[config.mk]
export PLATFORM = sky130hd
export DESIGN_NAME = csv_field_tokenizer_top_flat
export DESIGN_NICKNAME = d
export VERILOG_FILES = /design/src/sv/csvft_pkg.sv /design/src/sv/csvft_req_if.sv /design/src/sv/csvft_rsp_if.sv /design/src/sv/csvft_ram.sv /design/src/sv/csvft_dp.sv /design/src/sv/csvft_ctrl.sv /design/src/sv/csv_field_tokenizer_top.sv /design/src/flat_wrapper.sv
export SDC_FILE = /design/constraint.sdc
export NUM_CORES = 1
export LEC_CHECK = 0
export ABC_AREA = 0
export BUFFER_PORTS_ARGS = -buffer_cell sky130_fd_sc_hd__buf_2
export CELL_PAD_IN_SITES_DETAIL_PLACEMENT = 1
export CELL_PAD_IN_SITES_GLOBAL_PLACEMENT = 2
export CORE_UTILIZATION = 45
export DETAILED_ROUTE_END_ITERATION = 8
export PLACE_DENSITY_LB_ADDON = 0.12
export SLEW_MARGIN = 15
export SYNTH_ARGS = -nofsm -noshare
export SYNTH_HDL_FRONTEND = slang
export SYNTH_HIERARCHICAL = 1
export SYNTH_SLANG_ARGS = --single-unit
[constraint.sdc]
create_clock -name clock -period 4.6 [get_ports clock]
set_input_delay 0.23 -clock clock [delete_from_list [all_inputs] [get_ports clock]]
set_output_delay 0.23 -clock clock [all_outputs]
set_load 0.01 [all_outputs]
[src/sv/csvft_pkg.sv]
`timescale 1ns / 1ps
package csvft_pkg;

   localparam logic [7:0] CHAR_QUOTE = 8'h22;
   localparam logic [7:0] CHAR_COMMA = 8'h2C;
   localparam logic [7:0] CHAR_SPACE = 8'h20;
   localparam logic [7:0] CHAR_TAB   = 8'h09;
   localparam logic [7:0] CHAR_CR    = 8'h0D;
   localparam logic [7:0] CHAR_LF    = 8'h0A;

   typedef logic [2:0] act_type;

   // what one input item does
   localparam act_type ACT_NONE    = 3'd0;
   localparam act_type ACT_HOLD    = 3'd1;
   localparam act_type ACT_DROP    = 3'd2;
   localparam act_type ACT_CONTENT = 3'd3;
   localparam act_type ACT_FIELD   = 3'd4;
   localparam act_type ACT_LINE    = 3'd5;

   typedef struct packed {
      logic [7:0] out_byte;
      logic       byte_valid;
      logic       field_end;
      logic       line_end;
      logic       space_overflow;
      logic       last;
   } rsp_type;

   typedef struct packed {
      logic    load;
      logic    decide;
      logic    rd_start;
      logic    rd_en;
      logic    emit_space;
      logic    emit_final;
      act_type act;
   } cmd_type;

   typedef struct packed {
      act_type act;
      logic    count_zero;
      logic    flush_last;
      logic    out_free;
   } status_type;

   function automatic logic is_space(input logic [7:0] c);
      return (c == CHAR_SPACE) || (c == CHAR_TAB) || (c == CHAR_CR) || (c == CHAR_LF);
   endfunction

endpackage

[src/sv/csvft_req_if.sv]
`timescale 1ns / 1ps
interface csvft_req_if;
   logic       valid;
   logic       ready;
   logic       kind;
   logic [7:0] char_byte;

   modport source (output valid, output kind, output char_byte, input ready);
   modport sink (input valid, input kind, input char_byte, output ready);
endinterface

[src/sv/csvft_rsp_if.sv]
`timescale 1ns / 1ps
interface csvft_rsp_if;
   logic       valid;
   logic       ready;
   logic [7:0] out_byte;
   logic       byte_valid;
   logic       field_end;
   logic       line_end;
   logic       space_overflow;
   logic       last;

   modport source (output valid, output out_byte, output byte_valid, output field_end,
                   output line_end, output space_overflow, output last, input ready);
   modport sink (input valid, input out_byte, input byte_valid, input field_end,
                 input line_end, input space_overflow, input last, output ready);
endinterface

[src/sv/csvft_ram.sv]
`timescale 1ns / 1ps
module csvft_ram #(
   parameter int WIDTH = 8,
   parameter int DEPTH = 16,
   localparam int AW = (DEPTH > 1) ? $clog2(DEPTH) : 1
) (
   input  logic             clock,
   input  logic             wr_en,
   input  logic [AW-1:0]    wr_addr,
   input  logic [WIDTH-1:0] wr_data,
   input  logic             rd_en,
   input  logic [AW-1:0]    rd_addr,
   output logic [WIDTH-1:0] rd_data
);

   logic [WIDTH-1:0] mem_ff [DEPTH];
   logic [WIDTH-1:0] rd_data_ff;

   always_ff @(posedge clock) begin
      if (wr_en) begin
         mem_ff[wr_addr] <= wr_data;
      end
      if (rd_en) begin
         rd_data_ff <= mem_ff[rd_addr];
      end
   end

   assign rd_data = rd_data_ff;

endmodule

[src/sv/csvft_dp.sv]
`timescale 1ns / 1ps
module csvft_dp
   import csvft_pkg::*;
#(
   parameter int MAX_PENDING_SPACE = 16
) (
   input  logic       clock,
   input  logic       reset,
   input  cmd_type    cmd,
   output status_type status,
   input  logic       req_kind,
   input  logic [7:0] req_char_byte,
   output logic       rsp_valid,
   input  logic       rsp_ready,
   output rsp_type    rsp_data
);

   localparam int CW = $clog2(MAX_PENDING_SPACE + 1);
   localparam int AW = (MAX_PENDING_SPACE > 1) ? $clog2(MAX_PENDING_SPACE) : 1;

   logic          item_kind_ff;
   logic [7:0]    item_char_ff;
   logic          quoted_ff, quoted_in;
   logic          pending_ff, pending_in;
   logic          text_seen_ff, text_seen_in;
   logic [CW-1:0] count_ff, count_in;
   logic          ovf_ff, ovf_in;
   logic [CW-1:0] idx_ff, idx_in;
   logic          rsp_valid_ff, rsp_valid_in;
   rsp_type       rsp_data_ff, rsp_data_in;
   act_type       act;
   logic          use_content;
   logic [7:0]    space_byte;
   logic          ram_wr_en;

   // classify the held item against the quote and trim state
   always_comb begin
      act         = ACT_NONE;
      quoted_in   = quoted_ff;
      pending_in  = pending_ff;
      use_content = 1'b0;
      if (item_kind_ff) begin
         act        = ACT_LINE;
         quoted_in  = 1'b0;
         pending_in = 1'b0;
      end else if (pending_ff) begin
         pending_in = 1'b0;
         if (item_char_ff == CHAR_QUOTE) begin
            use_content = 1'b1;
         end else begin
            quoted_in = 1'b0;
            if (item_char_ff == CHAR_COMMA) begin
               act = ACT_FIELD;
            end else begin
               use_content = 1'b1;
            end
         end
      end else if (item_char_ff == CHAR_QUOTE) begin
         if (quoted_ff) begin
            pending_in = 1'b1;
         end else begin
            quoted_in = 1'b1;
         end
      end else if ((item_char_ff == CHAR_COMMA) && !quoted_ff) begin
         act = ACT_FIELD;
      end else begin
         use_content = 1'b1;
      end
      if (use_content) begin
         if (is_space(item_char_ff)) begin
            if (text_seen_ff) begin
               act = (count_ff < CW'(MAX_PENDING_SPACE)) ? ACT_HOLD : ACT_DROP;
            end
         end else begin
            act = ACT_CONTENT;
         end
      end
   end

   always_comb begin
      text_seen_in = text_seen_ff;
      count_in     = count_ff;
      ovf_in       = ovf_ff;
      if (cmd.decide && (cmd.act == ACT_HOLD)) begin
         count_in = count_ff + CW'(1);
      end
      if (cmd.decide && (cmd.act == ACT_DROP)) begin
         ovf_in = 1'b1;
      end
      if (cmd.emit_final) begin
         count_in = '0;
         if (cmd.act == ACT_CONTENT) begin
            text_seen_in = 1'b1;
         end else begin
            text_seen_in = 1'b0;
            ovf_in       = 1'b0;
         end
      end
   end

   always_comb begin
      idx_in = idx_ff;
      if (cmd.rd_start) begin
         idx_in = '0;
      end else if (cmd.emit_space) begin
         idx_in = idx_ff + CW'(1);
      end
   end

   always_comb begin
      rsp_data_in  = rsp_data_ff;
      rsp_valid_in = rsp_valid_ff && !rsp_ready;
      if (cmd.emit_space) begin
         rsp_valid_in               = 1'b1;
         rsp_data_in                = '0;
         rsp_data_in.out_byte       = space_byte;
         rsp_data_in.byte_valid     = 1'b1;
      end else if (cmd.emit_final) begin
         rsp_valid_in               = 1'b1;
         rsp_data_in                = '0;
         rsp_data_in.last           = 1'b1;
         if (cmd.act == ACT_CONTENT) begin
            rsp_data_in.out_byte    = item_char_ff;
            rsp_data_in.byte_valid  = 1'b1;
         end else begin
            rsp_data_in.field_end      = 1'b1;
            rsp_data_in.line_end       = (cmd.act == ACT_LINE);
            rsp_data_in.space_overflow = ovf_ff;
         end
      end
   end

   always_ff @(posedge clock) begin
      if (reset) begin
         quoted_ff    <= 1'b0;
         pending_ff   <= 1'b0;
         text_seen_ff <= 1'b0;
         count_ff     <= '0;
         ovf_ff       <= 1'b0;
         rsp_valid_ff <= 1'b0;
      end else begin
         if (cmd.decide) begin
            quoted_ff  <= quoted_in;
            pending_ff <= pending_in;
         end
         text_seen_ff <= text_seen_in;
         count_ff     <= count_in;
         ovf_ff       <= ovf_in;
         rsp_valid_ff <= rsp_valid_in;
      end
   end

   always_ff @(posedge clock) begin
      if (cmd.load) begin
         item_kind_ff <= req_kind;
         item_char_ff <= req_char_byte;
      end
      idx_ff      <= idx_in;
      rsp_data_ff <= rsp_data_in;
   end

   assign ram_wr_en = cmd.decide && (cmd.act == ACT_HOLD);

   csvft_ram #(
      .WIDTH (8),
      .DEPTH (MAX_PENDING_SPACE)
   ) u_space_ram (
      .clock   (clock),
      .wr_en   (ram_wr_en),
      .wr_addr (count_ff[AW-1:0]),
      .wr_data (item_char_ff),
      .rd_en   (cmd.rd_en),
      .rd_addr (idx_ff[AW-1:0]),
      .rd_data (space_byte)
   );

   assign status.act        = act;
   assign status.count_zero = (count_ff == '0);
   assign status.flush_last = ((idx_ff + CW'(1)) == count_ff);
   assign status.out_free   = !rsp_valid_ff || rsp_ready;

   assign rsp_valid = rsp_valid_ff;
   assign rsp_data  = rsp_data_ff;

endmodule

[src/sv/csvft_ctrl.sv]
`timescale 1ns / 1ps
module csvft_ctrl
   import csvft_pkg::*;
(
   input  logic       clock,
   input  logic       reset,
   input  logic       req_valid,
   output logic       req_ready,
   input  status_type status,
   output cmd_type    cmd
);

   localparam logic [2:0] S_IDLE   = 3'd0;
   localparam logic [2:0] S_DECIDE = 3'd1;
   localparam logic [2:0] S_READ   = 3'd2;
   localparam logic [2:0] S_SPACE  = 3'd3;
   localparam logic [2:0] S_FINAL  = 3'd4;

   logic [2:0] state_ff, state_in;
   act_type    act_ff, act_in;

   always_comb begin
      state_in  = state_ff;
      act_in    = act_ff;
      req_ready = 1'b0;
      cmd       = '0;
      cmd.act   = act_ff;
      unique case (state_ff)
         S_IDLE: begin
            req_ready = 1'b1;
            if (req_valid) begin
               cmd.load = 1'b1;
               state_in = S_DECIDE;
            end
         end
         S_DECIDE: begin
            cmd.decide = 1'b1;
            cmd.act    = status.act;
            act_in     = status.act;
            unique case (status.act)
               ACT_CONTENT: begin
                  if (status.count_zero) begin
                     state_in = S_FINAL;
                  end else begin
                     // held inner whitespace goes out ahead of the byte
                     cmd.rd_start = 1'b1;
                     state_in     = S_READ;
                  end
               end
               ACT_FIELD, ACT_LINE: state_in = S_FINAL;
               default:             state_in = S_IDLE;
            endcase
         end
         S_READ: begin
            cmd.rd_en = 1'b1;
            state_in  = S_SPACE;
         end
         S_SPACE: begin
            if (status.out_free) begin
               cmd.emit_space = 1'b1;
               state_in       = status.flush_last ? S_FINAL : S_READ;
            end
         end
         S_FINAL: begin
            if (status.out_free) begin
               cmd.emit_final = 1'b1;
               state_in       = S_IDLE;
            end
         end
         default: state_in = S_IDLE;
      endcase
   end

   always_ff @(posedge clock) begin
      if (reset) begin
         state_ff <= S_IDLE;
         act_ff   <= ACT_NONE;
      end else begin
         state_ff <= state_in;
         act_ff   <= act_in;
      end
   end

endmodule

[src/sv/csv_field_tokenizer_top.sv]
`timescale 1ns / 1ps
// channel    modport  beat
// req_chan   sink     kind, char_byte (one byte or an end of line)
// rsp_chan   source   out_byte, byte_valid, field_end, line_end, space_overflow, last
//
// one item at a time: accept, decide, then emit each result once rsp_chan is free
// each held whitespace byte that is released is read from the space ram, then output
// synchronous active-high reset clears quote, trim and handshake state; the space ram is not cleared
// req_chan.ready is high only while idle; a result waits in the output register under stall
module csv_field_tokenizer_top
   import csvft_pkg::*;
#(
   parameter int MAX_PENDING_SPACE = 16
) (
   input  logic        clock,
   input  logic        reset,
   csvft_req_if.sink   req_chan,
   csvft_rsp_if.source rsp_chan
);

   cmd_type    cmd;
   status_type status;
   rsp_type    rsp_data;

   csvft_ctrl u_ctrl (
      .clock     (clock),
      .reset     (reset),
      .req_valid (req_chan.valid),
      .req_ready (req_chan.ready),
      .status    (status),
      .cmd       (cmd)
   );

   csvft_dp #(
      .MAX_PENDING_SPACE (MAX_PENDING_SPACE)
   ) u_dp (
      .clock         (clock),
      .reset         (reset),
      .cmd           (cmd),
      .status        (status),
      .req_kind      (req_chan.kind),
      .req_char_byte (req_chan.char_byte),
      .rsp_valid     (rsp_chan.valid),
      .rsp_ready     (rsp_chan.ready),
      .rsp_data      (rsp_data)
   );

   assign rsp_chan.out_byte       = rsp_data.out_byte;
   assign rsp_chan.byte_valid     = rsp_data.byte_valid;
   assign rsp_chan.field_end      = rsp_data.field_end;
   assign rsp_chan.line_end       = rsp_data.line_end;
   assign rsp_chan.space_overflow = rsp_data.space_overflow;
   assign rsp_chan.last           = rsp_data.last;

endmodule
[src/flat_wrapper.sv]
// flat-port wrapper written by rule: the top's interface ports become plain ports
module csv_field_tokenizer_top_flat import csvft_pkg::*;
#(
   parameter int MAX_PENDING_SPACE = 16
)
  (clock, reset, req_chan_valid, req_chan_kind, req_chan_char_byte, req_chan_ready, rsp_chan_valid, rsp_chan_out_byte, rsp_chan_byte_valid, rsp_chan_field_end, rsp_chan_line_end, rsp_chan_space_overflow, rsp_chan_last, rsp_chan_ready);
  csvft_req_if req_chan_i ();
  csvft_rsp_if rsp_chan_i ();
  input  logic clock;
  input  logic reset;
  input wire logic [$bits(req_chan_i.valid)-1:0] req_chan_valid;
  input wire logic [$bits(req_chan_i.kind)-1:0] req_chan_kind;
  input wire logic [$bits(req_chan_i.char_byte)-1:0] req_chan_char_byte;
  output wire logic [$bits(req_chan_i.ready)-1:0] req_chan_ready;
  output wire logic [$bits(rsp_chan_i.valid)-1:0] rsp_chan_valid;
  output wire logic [$bits(rsp_chan_i.out_byte)-1:0] rsp_chan_out_byte;
  output wire logic [$bits(rsp_chan_i.byte_valid)-1:0] rsp_chan_byte_valid;
  output wire logic [$bits(rsp_chan_i.field_end)-1:0] rsp_chan_field_end;
  output wire logic [$bits(rsp_chan_i.line_end)-1:0] rsp_chan_line_end;
  output wire logic [$bits(rsp_chan_i.space_overflow)-1:0] rsp_chan_space_overflow;
  output wire logic [$bits(rsp_chan_i.last)-1:0] rsp_chan_last;
  input wire logic [$bits(rsp_chan_i.ready)-1:0] rsp_chan_ready;
  assign req_chan_i.valid = req_chan_valid;
  assign req_chan_i.kind = req_chan_kind;
  assign req_chan_i.char_byte = req_chan_char_byte;
  assign req_chan_ready = req_chan_i.ready;
  assign rsp_chan_valid = rsp_chan_i.valid;
  assign rsp_chan_out_byte = rsp_chan_i.out_byte;
  assign rsp_chan_byte_valid = rsp_chan_i.byte_valid;
  assign rsp_chan_field_end = rsp_chan_i.field_end;
  assign rsp_chan_line_end = rsp_chan_i.line_end;
  assign rsp_chan_space_overflow = rsp_chan_i.space_overflow;
  assign rsp_chan_last = rsp_chan_i.last;
  assign rsp_chan_i.ready = rsp_chan_ready;
  csv_field_tokenizer_top #(.MAX_PENDING_SPACE(MAX_PENDING_SPACE)) u_core (.clock(clock), .reset(reset), .req_chan(req_chan_i), .rsp_chan(rsp_chan_i));
endmodule
### Yosys cells after proc, flatten, opt, wreduce, memory -nomap -nowiden

Memory sizes are Yosys's and may differ from the RTL's. A register that Yosys moved wholly into a read port is not among the register bits.
Index checks and enable logic that the tools add are counted.

| storage, ports and cells | value |
|---|---|
| input bits | 13 |
| memories kept | 1 |
| bits in writable memories | 128 |
| flip-flop bits (word level) | 43 |

Memory list:

| name | words | bits a word | read ports | clocked after Yosys merged registers in | write ports | line | RTL |
|---|---|---|---|---|---|---|---|
| u_core.u_dp.u_space_ram.mem_ff | 16 | 8 | 1 | 1 | 1 | csvft_ram.sv:16 | `logic [WIDTH-1:0] mem_ff [DEPTH];` |

| cells by class | value |
|---|---|
| magnitude comparators | 1 |
| mux-type cells | 54 |
| equality and inequality tests | 22 |
| $add $sub $neg | 2 |
| reductions and logical operators | 19 |

Operators with widths:

| cell | count |
|---|---|
| $mux W3 | 16 |
| $mux W1 | 31 |
| $mux W13 | 2 |
| $eq A8 B4 Y1 const B | 3 |
| $eq A8 B6 Y1 const B | 3 |
| $eq A3 B2 Y1 const B | 5 |
| $pmux W3 S5 | 1 |
| $eq A3 B3 Y1 const B | 4 |
| $add A5 B1 Y5 const B | 2 |
| $mux W9 | 1 |
| $eq A3 B1 Y1 const B | 2 |
| $pmux W3 S2 | 1 |
| $reduce_and A3 Y1 | 2 |
| $eq A5 B5 Y1 | 1 |
| $logic_not A5 Y1 | 1 |
| $lt A5 B5 Y1 const B | 1 |
| $logic_and A1 B1 Y1 | 4 |
| $logic_or A1 B1 Y1 | 4 |
| $mux W2 | 2 |
| $ne A2 B1 Y1 const B | 2 |
| $reduce_or A2 Y1 | 2 |
| $logic_not A1 Y1 | 3 |
| $logic_not A3 Y1 | 1 |
| $ne A3 B3 Y1 const B | 1 |
| other kinds (3) | 3 |

### Logic depth before layout (Yosys ltp)

Gate-level depths: netlist of the first run.

| logic depth | value |
|---|---|
| depth in word-level cells | 16 |
| mapped depth | 10 |
| depth with buffers taken out | 9 |

### Cells and area by module

Netlist of the first run, hierarchy kept.

By module, submodules not included:

| module | cells each | instances | sequential area each (µm²) | area an instance (µm²) |
|---|---|---|---|---|
| csvft_ram | 229 | 1 | 4083.9 | 5227.5 |
| csvft_dp | 157 | 1 | 910.9 | 1694.1 |
| csvft_ctrl | 45 | 1 | 120.1 | 411.6 |

### Worst setup path after synthesis of the first run

Ideal clock, no wire load.

| timing path | value |
|---|---|
| path type | reg2reg |
| start | register u_core.u_dp.item_char_ff[1] |
| end | memory u_core.u_dp.u_space_ram.mem_ff[0][0] (enable) |
| cell stages (with the launch flop) | 10 |
| arrival | 3038 ps |
| required time | 4217 ps |
| buffers on the path | 1 |
| setup slack | 1178 ps |
| clock period less this slack | 3422 ps |
| cell sequence | edfxtp_1 > nor3b_1 > nand4_1 > nand2_1 > a211oi_1 > mux2_2 > nor4bb_1 > buf_2 > or3b_2 > nor3_1 |

RTL lines:

| what | line | RTL |
|---|---|---|
| start: declaration | csvft_dp.sv:22 | `logic [7:0] item_char_ff;` |
| start signal: assignment | csvft_dp.sv:156 | `item_char_ff <= req_char_byte;` |
| end: declaration | csvft_ram.sv:16 |  |

==> impl_metrics.env, run 1 <==
export IMPL_status="completed"
export IMPL_cts_tree="done"
export IMPL_cts_resized=0
export IMPL_synth_top_area_share_pct=62.65
export IMPL_clk_pin_slew_worst_paths_ps=70
export IMPL_min_period_over_period_pct=82.65
export IMPL_worst_pin_slew_ps=938.0
export IMPL_final_util_pct=52.62
export IMPL_vias=3967
export IMPL_clock_skew_ps=6.761
export IMPL_core_area_sq_mm=0.01589
export IMPL_ir_worst_vdd_uv=251.9
export IMPL_yosys_cell_types_count=58
export IMPL_die_area_sq_mm=0.01681
export IMPL_cp_start_kind="register"
export IMPL_grt_overflow=0
export IMPL_start_util_pct=46.16
export IMPL_slew_headroom_pct=37.34
export IMPL_synth_most_common_cell="edfxtp_1"
export IMPL_tns_ps=0
export IMPL_drc=0
export IMPL_wl_met1_mm=7.586
export IMPL_ant_nets=0
export IMPL_cts_sinks=179
export IMPL_grt_max_degree=37
export IMPL_area_growth_syn_to_layout_pct=13.99
export IMPL_reg2reg_from="u_core/u_dp/item_char_ff[1]$_DFFE_PP_"
export IMPL_gp_congestion=0.7262
export IMPL_ys_ff_latch=179
export IMPL_nNetsFinal=496
export IMPL_synth_edf_count=153
export IMPL_place_hpwl_mm=10.61
export IMPL_holdWs_ps=216.0
export IMPL_reg2reg_setup_slack_ps=800
export IMPL_cp_startpoint="u_core/u_dp/item_char_ff[1]$_DFFE_PP_"
export IMPL_rows=46
export IMPL_root_buffer="clkbuf_16"
export IMPL_drive_gt1_share_pct=20.89
export IMPL_yosysSeqAreaShare_pct=69.75
export IMPL_antenna_found_initial=0
export IMPL_cts_setup_buffers=0
export IMPL_worstPathRequired_ps=4650
export IMPL_routed_via_density=5.595
export IMPL_htree_levels=4
export IMPL_syn_nets=447
export IMPL_clk_latency_ps=420
export IMPL_rr_worst_depth=8
export IMPL_powerDensity_mw_per_mm2=390.4
export IMPL_cts_buffers=17
export IMPL_slew_violations=0
export IMPL_grt_pass1_vias=3961
export IMPL_leakagePower_nw=2.697
export IMPL_highest_signal_layer="met4"
export IMPL_path_class="register to register"
export IMPL_r2r_end="u_core/u_dp/u_space_ram/mem_ff[2][6]$_DFFE_PP_"
export IMPL_end_kind="register"
export IMPL_ys_flop_type="edfxtp_1"
export IMPL_crit_fanout=22
export IMPL_async_reset_ff_share_pct=0
export IMPL_period_needed_ps=3802
export IMPL_die_y_um=129.7
export IMPL_min_delay_path_class="input pin to register"
export IMPL_synthCells=431
export IMPL_post_drt_wl_per_cell_um=22.42
export IMPL_first_pass_iters=4
export IMPL_met3_length_um=446
export IMPL_port_buffers=27
export IMPL_synth_top_area_cell="edfxtp_1"
export IMPL_drt_total_wl_mm=15.90
export IMPL_chipWidth_um=129.7
export IMPL_hold_viol=0
export IMPL_worstPathArrival_ps=3850
export IMPL_io_pins=28
export IMPL_syn_avg_cell_area_sq_um=17.01
export IMPL_rsz0062_at_grt="false"
export IMPL_endpoint="u_core/u_dp/u_space_ram/mem_ff[2][6]$_DFFE_PP_"
export IMPL_fin_ws_ps=798.1
export IMPL_place_ws_ps=767.6
export IMPL_drv_cap=0
export IMPL_synthTopCellsByCount="edfxtp_1, dfxtp_1, nor2_1"
export IMPL_clk_path_buf_depth=2
export IMPL_synth_area_leaders="edfxtp_1, dfxtp_1, mux4_2, mux4_1, a22oi_1"
export IMPL_ys_warn_count=6
export IMPL_n_antenna_cell=0
export IMPL_dr_wl_met2_mm=7.632
export IMPL_synth_area_sq_mm=0.007333
export IMPL_first_iter_violations=289
export IMPL_grt_pass1_wl_mm=23.91
export IMPL_setup_violations_final=0
export IMPL_fmax_ghz=0.2630
export IMPL_hold_buffers=9
export IMPL_grt_usage_pct=20.39
layer usage:
metal | vias to the layer above | global-route usage (%)
met4 | 0 | 7.387
met2 | 67 | 31.68
met3 | 15 | 3.757
li1 | 1810 | -
met1 | 2075 | 28.86
met5 | - | 0
placed cells by master (no fill, tap or decap), drive strengths merged, types with 7 or more instances in the layout:
master,instances
nand2b,7
a21oi,13
a22oi,17
buf,40
nor2,25
dfxtp,26
mux4,32
clkbuf,23
inv,13
dlygate4sd3,9
nor2b,7
edfxtp,153
a22o,8
nand2,20
xnor2,8
nor3,12
where the power goes:
group / internal (mW) / total [mW] / switching (mW)
Clock: 0.773 / 1.37 / 0.600
Sequential: 1.77 / 1.80 / 0.0254
Combinational: 0.0397 / 0.0899 / 0.0501
through the flow:
| stage | power [mW] | std cells | area, sq um |
|---|---|---|---|
| after global routing | 3.354 | 709 | 8359 |
| after CTS | 3.294 | 709 | 8359 |
| after global placement | 1.918 | 668 | 7704 |
| after detailed placement | 1.922 | 668 | 7704 |
| after floorplan | 1.876 | 431 | 7333 |
| final | 3.264 | 709 | 8359 |
registers in the layout (all words and copies together), names as in the netlist:
signal	cells
u_core/u_dp/u_space_ram/mem_ff	128
u_core/u_dp/rsp_data	13
u_core/u_dp/item_char_ff	8
u_core/u_dp/u_space_ram/rd_data	8
u_core/u_dp/count_ff	5
u_core/u_dp/idx_ff	5
u_core/u_ctrl/act_ff	3
u_core/u_ctrl/state_ff	3
u_core/u_dp/item_kind_ff	1
u_core/u_dp/ovf_ff	1
u_core/u_dp/pending_ff	1
u_core/u_dp/quoted_ff	1
u_core/u_dp/rsp_valid	1
u_core/u_dp/text_seen_ff	1
how the worst min path moves through the flow:
| stage | startpoint | endpoint | slack [ps] | cells past startpoint |
|---|---|---|---|---|
| floorplan | reset | u_core/u_ctrl/state_ff[2]$_SDFFE_PP0P_ | 300 | 1 |
| global placement | req_chan_char_byte[0] | u_core/u_dp/item_char_ff[0]$_DFFE_PP_ | 410 | 1 |
| detailed placement | req_chan_char_byte[5] | u_core/u_dp/item_char_ff[5]$_DFFE_PP_ | 410 | 1 |
| CTS | reset | u_core/u_dp/rsp_valid$_SDFF_PP0_ | 200 | 2 |
| global route | reset | u_core/u_dp/ovf_ff$_SDFF_PP0_ | 230 | 2 |
| finish | reset | u_core/u_dp/rsp_valid$_SDFF_PP0_ | 220 | 2 |
cell type report:
type	count	area (sq um)
Sequential cell	179	5116
Inverter	8	30.03
Fill cell	1514	7526
Multi-Input combinational cell	225	2054
Clock buffer	23	499.2
Clock inverter	9	66.31
Tap cell	216	270.3
Timing Repair Buffer	49	322.8
kinds of logic (layout without fill, tap and decap cells):
family	count (synthesis)	in the layout	synth area share, %
multiplexers	36	36	11.14
XOR/XNOR	14	14	1.672
adder cells (fa/ha/maj)	3	3	0.5119
AO/OA/AOI/OAI	55	55	5.204
flip-flops	179	179	69.75
AND/OR/NAND/NOR	117	117	9.402
buffers and inverters	27	89	2.320
critical path: stages, from the launching register on:
cell and delay, ps:
edfxtp_1 680, nor3b_1 380, nand4_1 180, nand2_1 140
a211oi_1 120, mux2_2 330, nor4bb_1 460, or3b_2 550
nor2_1 600
No activity file was read; power rests on OpenSTA's default activity.
==> run 2: changes to the inputs <==
- ABC_AREA: 0 -> 1
- CORE_UTILIZATION: 45 -> 40
- clock period: 4.6 -> 3.5 ns (I/O delays scaled with it)
==> impl_metrics.env, run 2 <==
export IMPL_yosys_cell_types_count=33
export IMPL_root_buffer="clkbuf_16"
export IMPL_hold_depth=4
export IMPL_synthAdderAreaFrac_pct=0.4706
export IMPL_largest_reg_flops=128
export IMPL_slew_headroom_pct=37.68
export IMPL_io_pins=28
export IMPL_syn_nets=840
export IMPL_n_antenna_cell=0
export IMPL_top_register="u_core/u_dp/u_space_ram/mem_ff"
export IMPL_slew_violations=0
export IMPL_hold_viol=0
export IMPL_reg2reg_from="u_core/u_dp/item_char_ff[2]$_DFFE_PP_"
export IMPL_first_iter_violations=435
export IMPL_synthCells=824
export IMPL_fin_area_sq_mm=0.009163
export IMPL_synthSimpleGateAreaFrac_pct=22.26
export IMPL_drive_gt1_share_pct=12.14
export IMPL_clk_pin_slew_worst_paths_ps=80
export IMPL_grt_pass1_vias=5854
export IMPL_first_pass_iters=4
export IMPL_synthTopCellsByCount="nand2_1, edfxtp_1, inv_1"
export IMPL_async_reset_ff_share_pct=0
export IMPL_fmax_ghz=0.3222
export IMPL_syn_avg_cell_area_sq_um=9.680
export IMPL_antenna_found_initial=0
export IMPL_die_area_sq_mm=0.02051
export IMPL_drt_total_wl_mm=21.66
export IMPL_worstPathRequired_ps=3640
export IMPL_end_kind="register"
export IMPL_synth_xor_xnor_area_share_pct=0.8784
export IMPL_rr_worst_depth=16
export IMPL_place_hpwl_mm=14.93
export IMPL_path_class="register to register"
export IMPL_tns_ps=0
export IMPL_min_from="rsp_chan_ready"
export IMPL_dp_cells=1122
export IMPL_cts_sinks=179
export IMPL_synth_most_common_cell="nand2_1"
export IMPL_synth_top_family_by_area="simple AND/OR/NAND/NOR gates"
export IMPL_setup_violations_final=0
export IMPL_chipWidth_um=143.2
export IMPL_start_util_pct=40.85
export IMPL_synth_mux_area_share_pct=0
export IMPL_final_common_cell="nand2_1"
export IMPL_min_delay_path_class="input pin to register"
export IMPL_min_period_over_period_pct=88.67
export IMPL_grt_overflow=0
export IMPL_htree_levels=4
export IMPL_holdWs_ps=47.82
export IMPL_powerDensity_mw_per_mm2=548.3
export IMPL_post_drt_wl_per_cell_um=18.62
export IMPL_yosysSeqAreaShare_pct=64.13
export IMPL_drc=0
export IMPL_port_buffers=27
export IMPL_rsz0062_at_grt="false"
export IMPL_grt_pass1_wl_mm=33.62
export IMPL_synth_top_area_share_pct=57.60
export IMPL_ys_flop_type="edfxtp_1"
export IMPL_synth_compound_area_share_pct=2.902
export IMPL_total_power_mw=5.024
export IMPL_num_fill_cells=2264
export IMPL_r2r_end="u_core/u_dp/u_space_ram/mem_ff[11][4]$_DFFE_PP_"
export IMPL_cts_buffers=17
export IMPL_grt_usage_pct=22.59
export IMPL_clock_skew_ps=10.58
export IMPL_reg2reg_setup_slack_ps=400
export IMPL_crit_fanout=11
export IMPL_synth_area_leaders="edfxtp_1, nand2_1, nand3_1, inv_1, dfxtp_1"
export IMPL_core_area_sq_mm=0.01953
export IMPL_placed_area_sq_mm=0.008504
export IMPL_ant_nets=0
export IMPL_period_needed_ps=3103
export IMPL_worstPathArrival_ps=3240
export IMPL_final_cells=1163
export IMPL_drv_cap=0
export IMPL_cts_resized=0
export IMPL_cts_tree="done"
export IMPL_min_to="u_core/u_dp/rsp_valid$_SDFF_PP0_"
export IMPL_ys_warn_count=6
export IMPL_status="completed"
export IMPL_vias=5687
export IMPL_synth_top_area_cell="edfxtp_1"
export IMPL_nNetsFinal=901
export IMPL_routed_via_density=4.890
export IMPL_worst_pin_slew_ps=931.4
export IMPL_ys_ff_latch=179
export IMPL_gp_congestion=0.8097
export IMPL_rows=51
export IMPL_synth_area_sq_mm=0.007976
export IMPL_final_cell_mix="nand2_1, edfxtp_1, inv_1, nand3_1, nor2_1"
export IMPL_clk_latency_ps=430
export IMPL_grt_max_degree=68
export IMPL_cp_start_kind="register"
export IMPL_synth_edf_count=153
export IMPL_leakagePower_nw=3.922
export IMPL_die_y_um=143.2
export IMPL_ir_worst_vdd_uv=336.0
export IMPL_area_growth_syn_to_layout_pct=14.87
export IMPL_clk_path_buf_depth=2
-- run 2: metrics by stage --
stage	utilization [%]	setup slack, ps
final	46.92	396.6
after global routing	46.92	84.45
after CTS	46.92	363.3
after detailed placement	43.55	462.1
after global placement	43.55	550.9
after floorplan	-	821.3
-- run 2: area by class of cell --
class                      instances  area [sq um]  area share, %
clock inverter                    15         142.6          1.557
inverter                         149         559.3          6.104
multi-input combinational        469          2115          23.08
clock buffer                      17         425.4          4.643
sequential                       179          5116          55.84
tap                              265         331.6          3.619
timing repair buffer              69         473.0          5.162
-- run 2: cell families after synthesis --
| family | count (synthesis) |
|---|---|
| AND/OR/NAND/NOR | 418 |
| flip-flops | 179 |
| buffers and inverters | 176 |
| AO/OA/AOI/OAI | 40 |
| XOR/XNOR | 8 |
| adder cells (fa/ha/maj) | 3 |
-- run 2: worst max-delay path by stage --
stage	start	to	slack (ps)
finish	u_core/u_dp/item_char_ff[2]$_DFFE_PP_	u_core/u_dp/u_space_ram/mem_ff[11][4]$_DFFE_PP_	400
global route	u_core/u_dp/item_char_ff[2]$_DFFE_PP_	u_core/u_dp/u_space_ram/mem_ff[11][2]$_DFFE_PP_	80
CTS	u_core/u_dp/item_char_ff[2]$_DFFE_PP_	u_core/u_dp/u_space_ram/mem_ff[11][1]$_DFFE_PP_	360
detailed placement	u_core/u_dp/item_char_ff[2]$_DFFE_PP_	u_core/u_dp/u_space_ram/mem_ff[13][4]$_DFFE_PP_	460
global placement	u_core/u_dp/item_char_ff[2]$_DFFE_PP_	u_core/u_dp/u_space_ram/mem_ff[6][0]$_DFFE_PP_	550
floorplan	u_core/u_dp/item_char_ff[4]$_DFFE_PP_	u_core/u_dp/u_space_ram/mem_ff[12][0]$_DFFE_PP_	820
-- run 2: layer usage --
| layer | part of all wire, % | global-route usage, % |
|---|---|---|
| met1 | 48 | 31.45 |
| met2 | 48 | 37.23 |
| met3 | 2.9 | 3.387 |
| met4 | 0.89 | 5.095 |
| met5 | 0 | 0 |
-- run 2: where the power goes --
| part | switching [mW] | total (mW) | internal, mW |
|---|---|---|---|
| Sequential | 0.0353 | 2.41 | 2.38 |
| Clock | 0.892 | 1.84 | 0.946 |
| Combinational | 0.559 | 0.775 | 0.216 |
-- run 2: worst max-delay path, cell delays in order (launching register included) --
cell and delay [ps]:
edfxtp_1 580, inv_1 160, nand2_1 100, nor2_2 140
nand2_1 110, nand2_1 80, nand2_1 60, nand2_1 70
nor2_1 70, nor2_1 150, a21oi_1 110, nor2_2 170
nand2_2 130, inv_1 290, nand3b_1 210, nor2_1 190
buf_4 190
-- run 2: what timing repair did --
action	4_1_cts	5_1_grt
hold endpoints to repair	9	0
hold buffers	9	0
buffers inserted	0	0
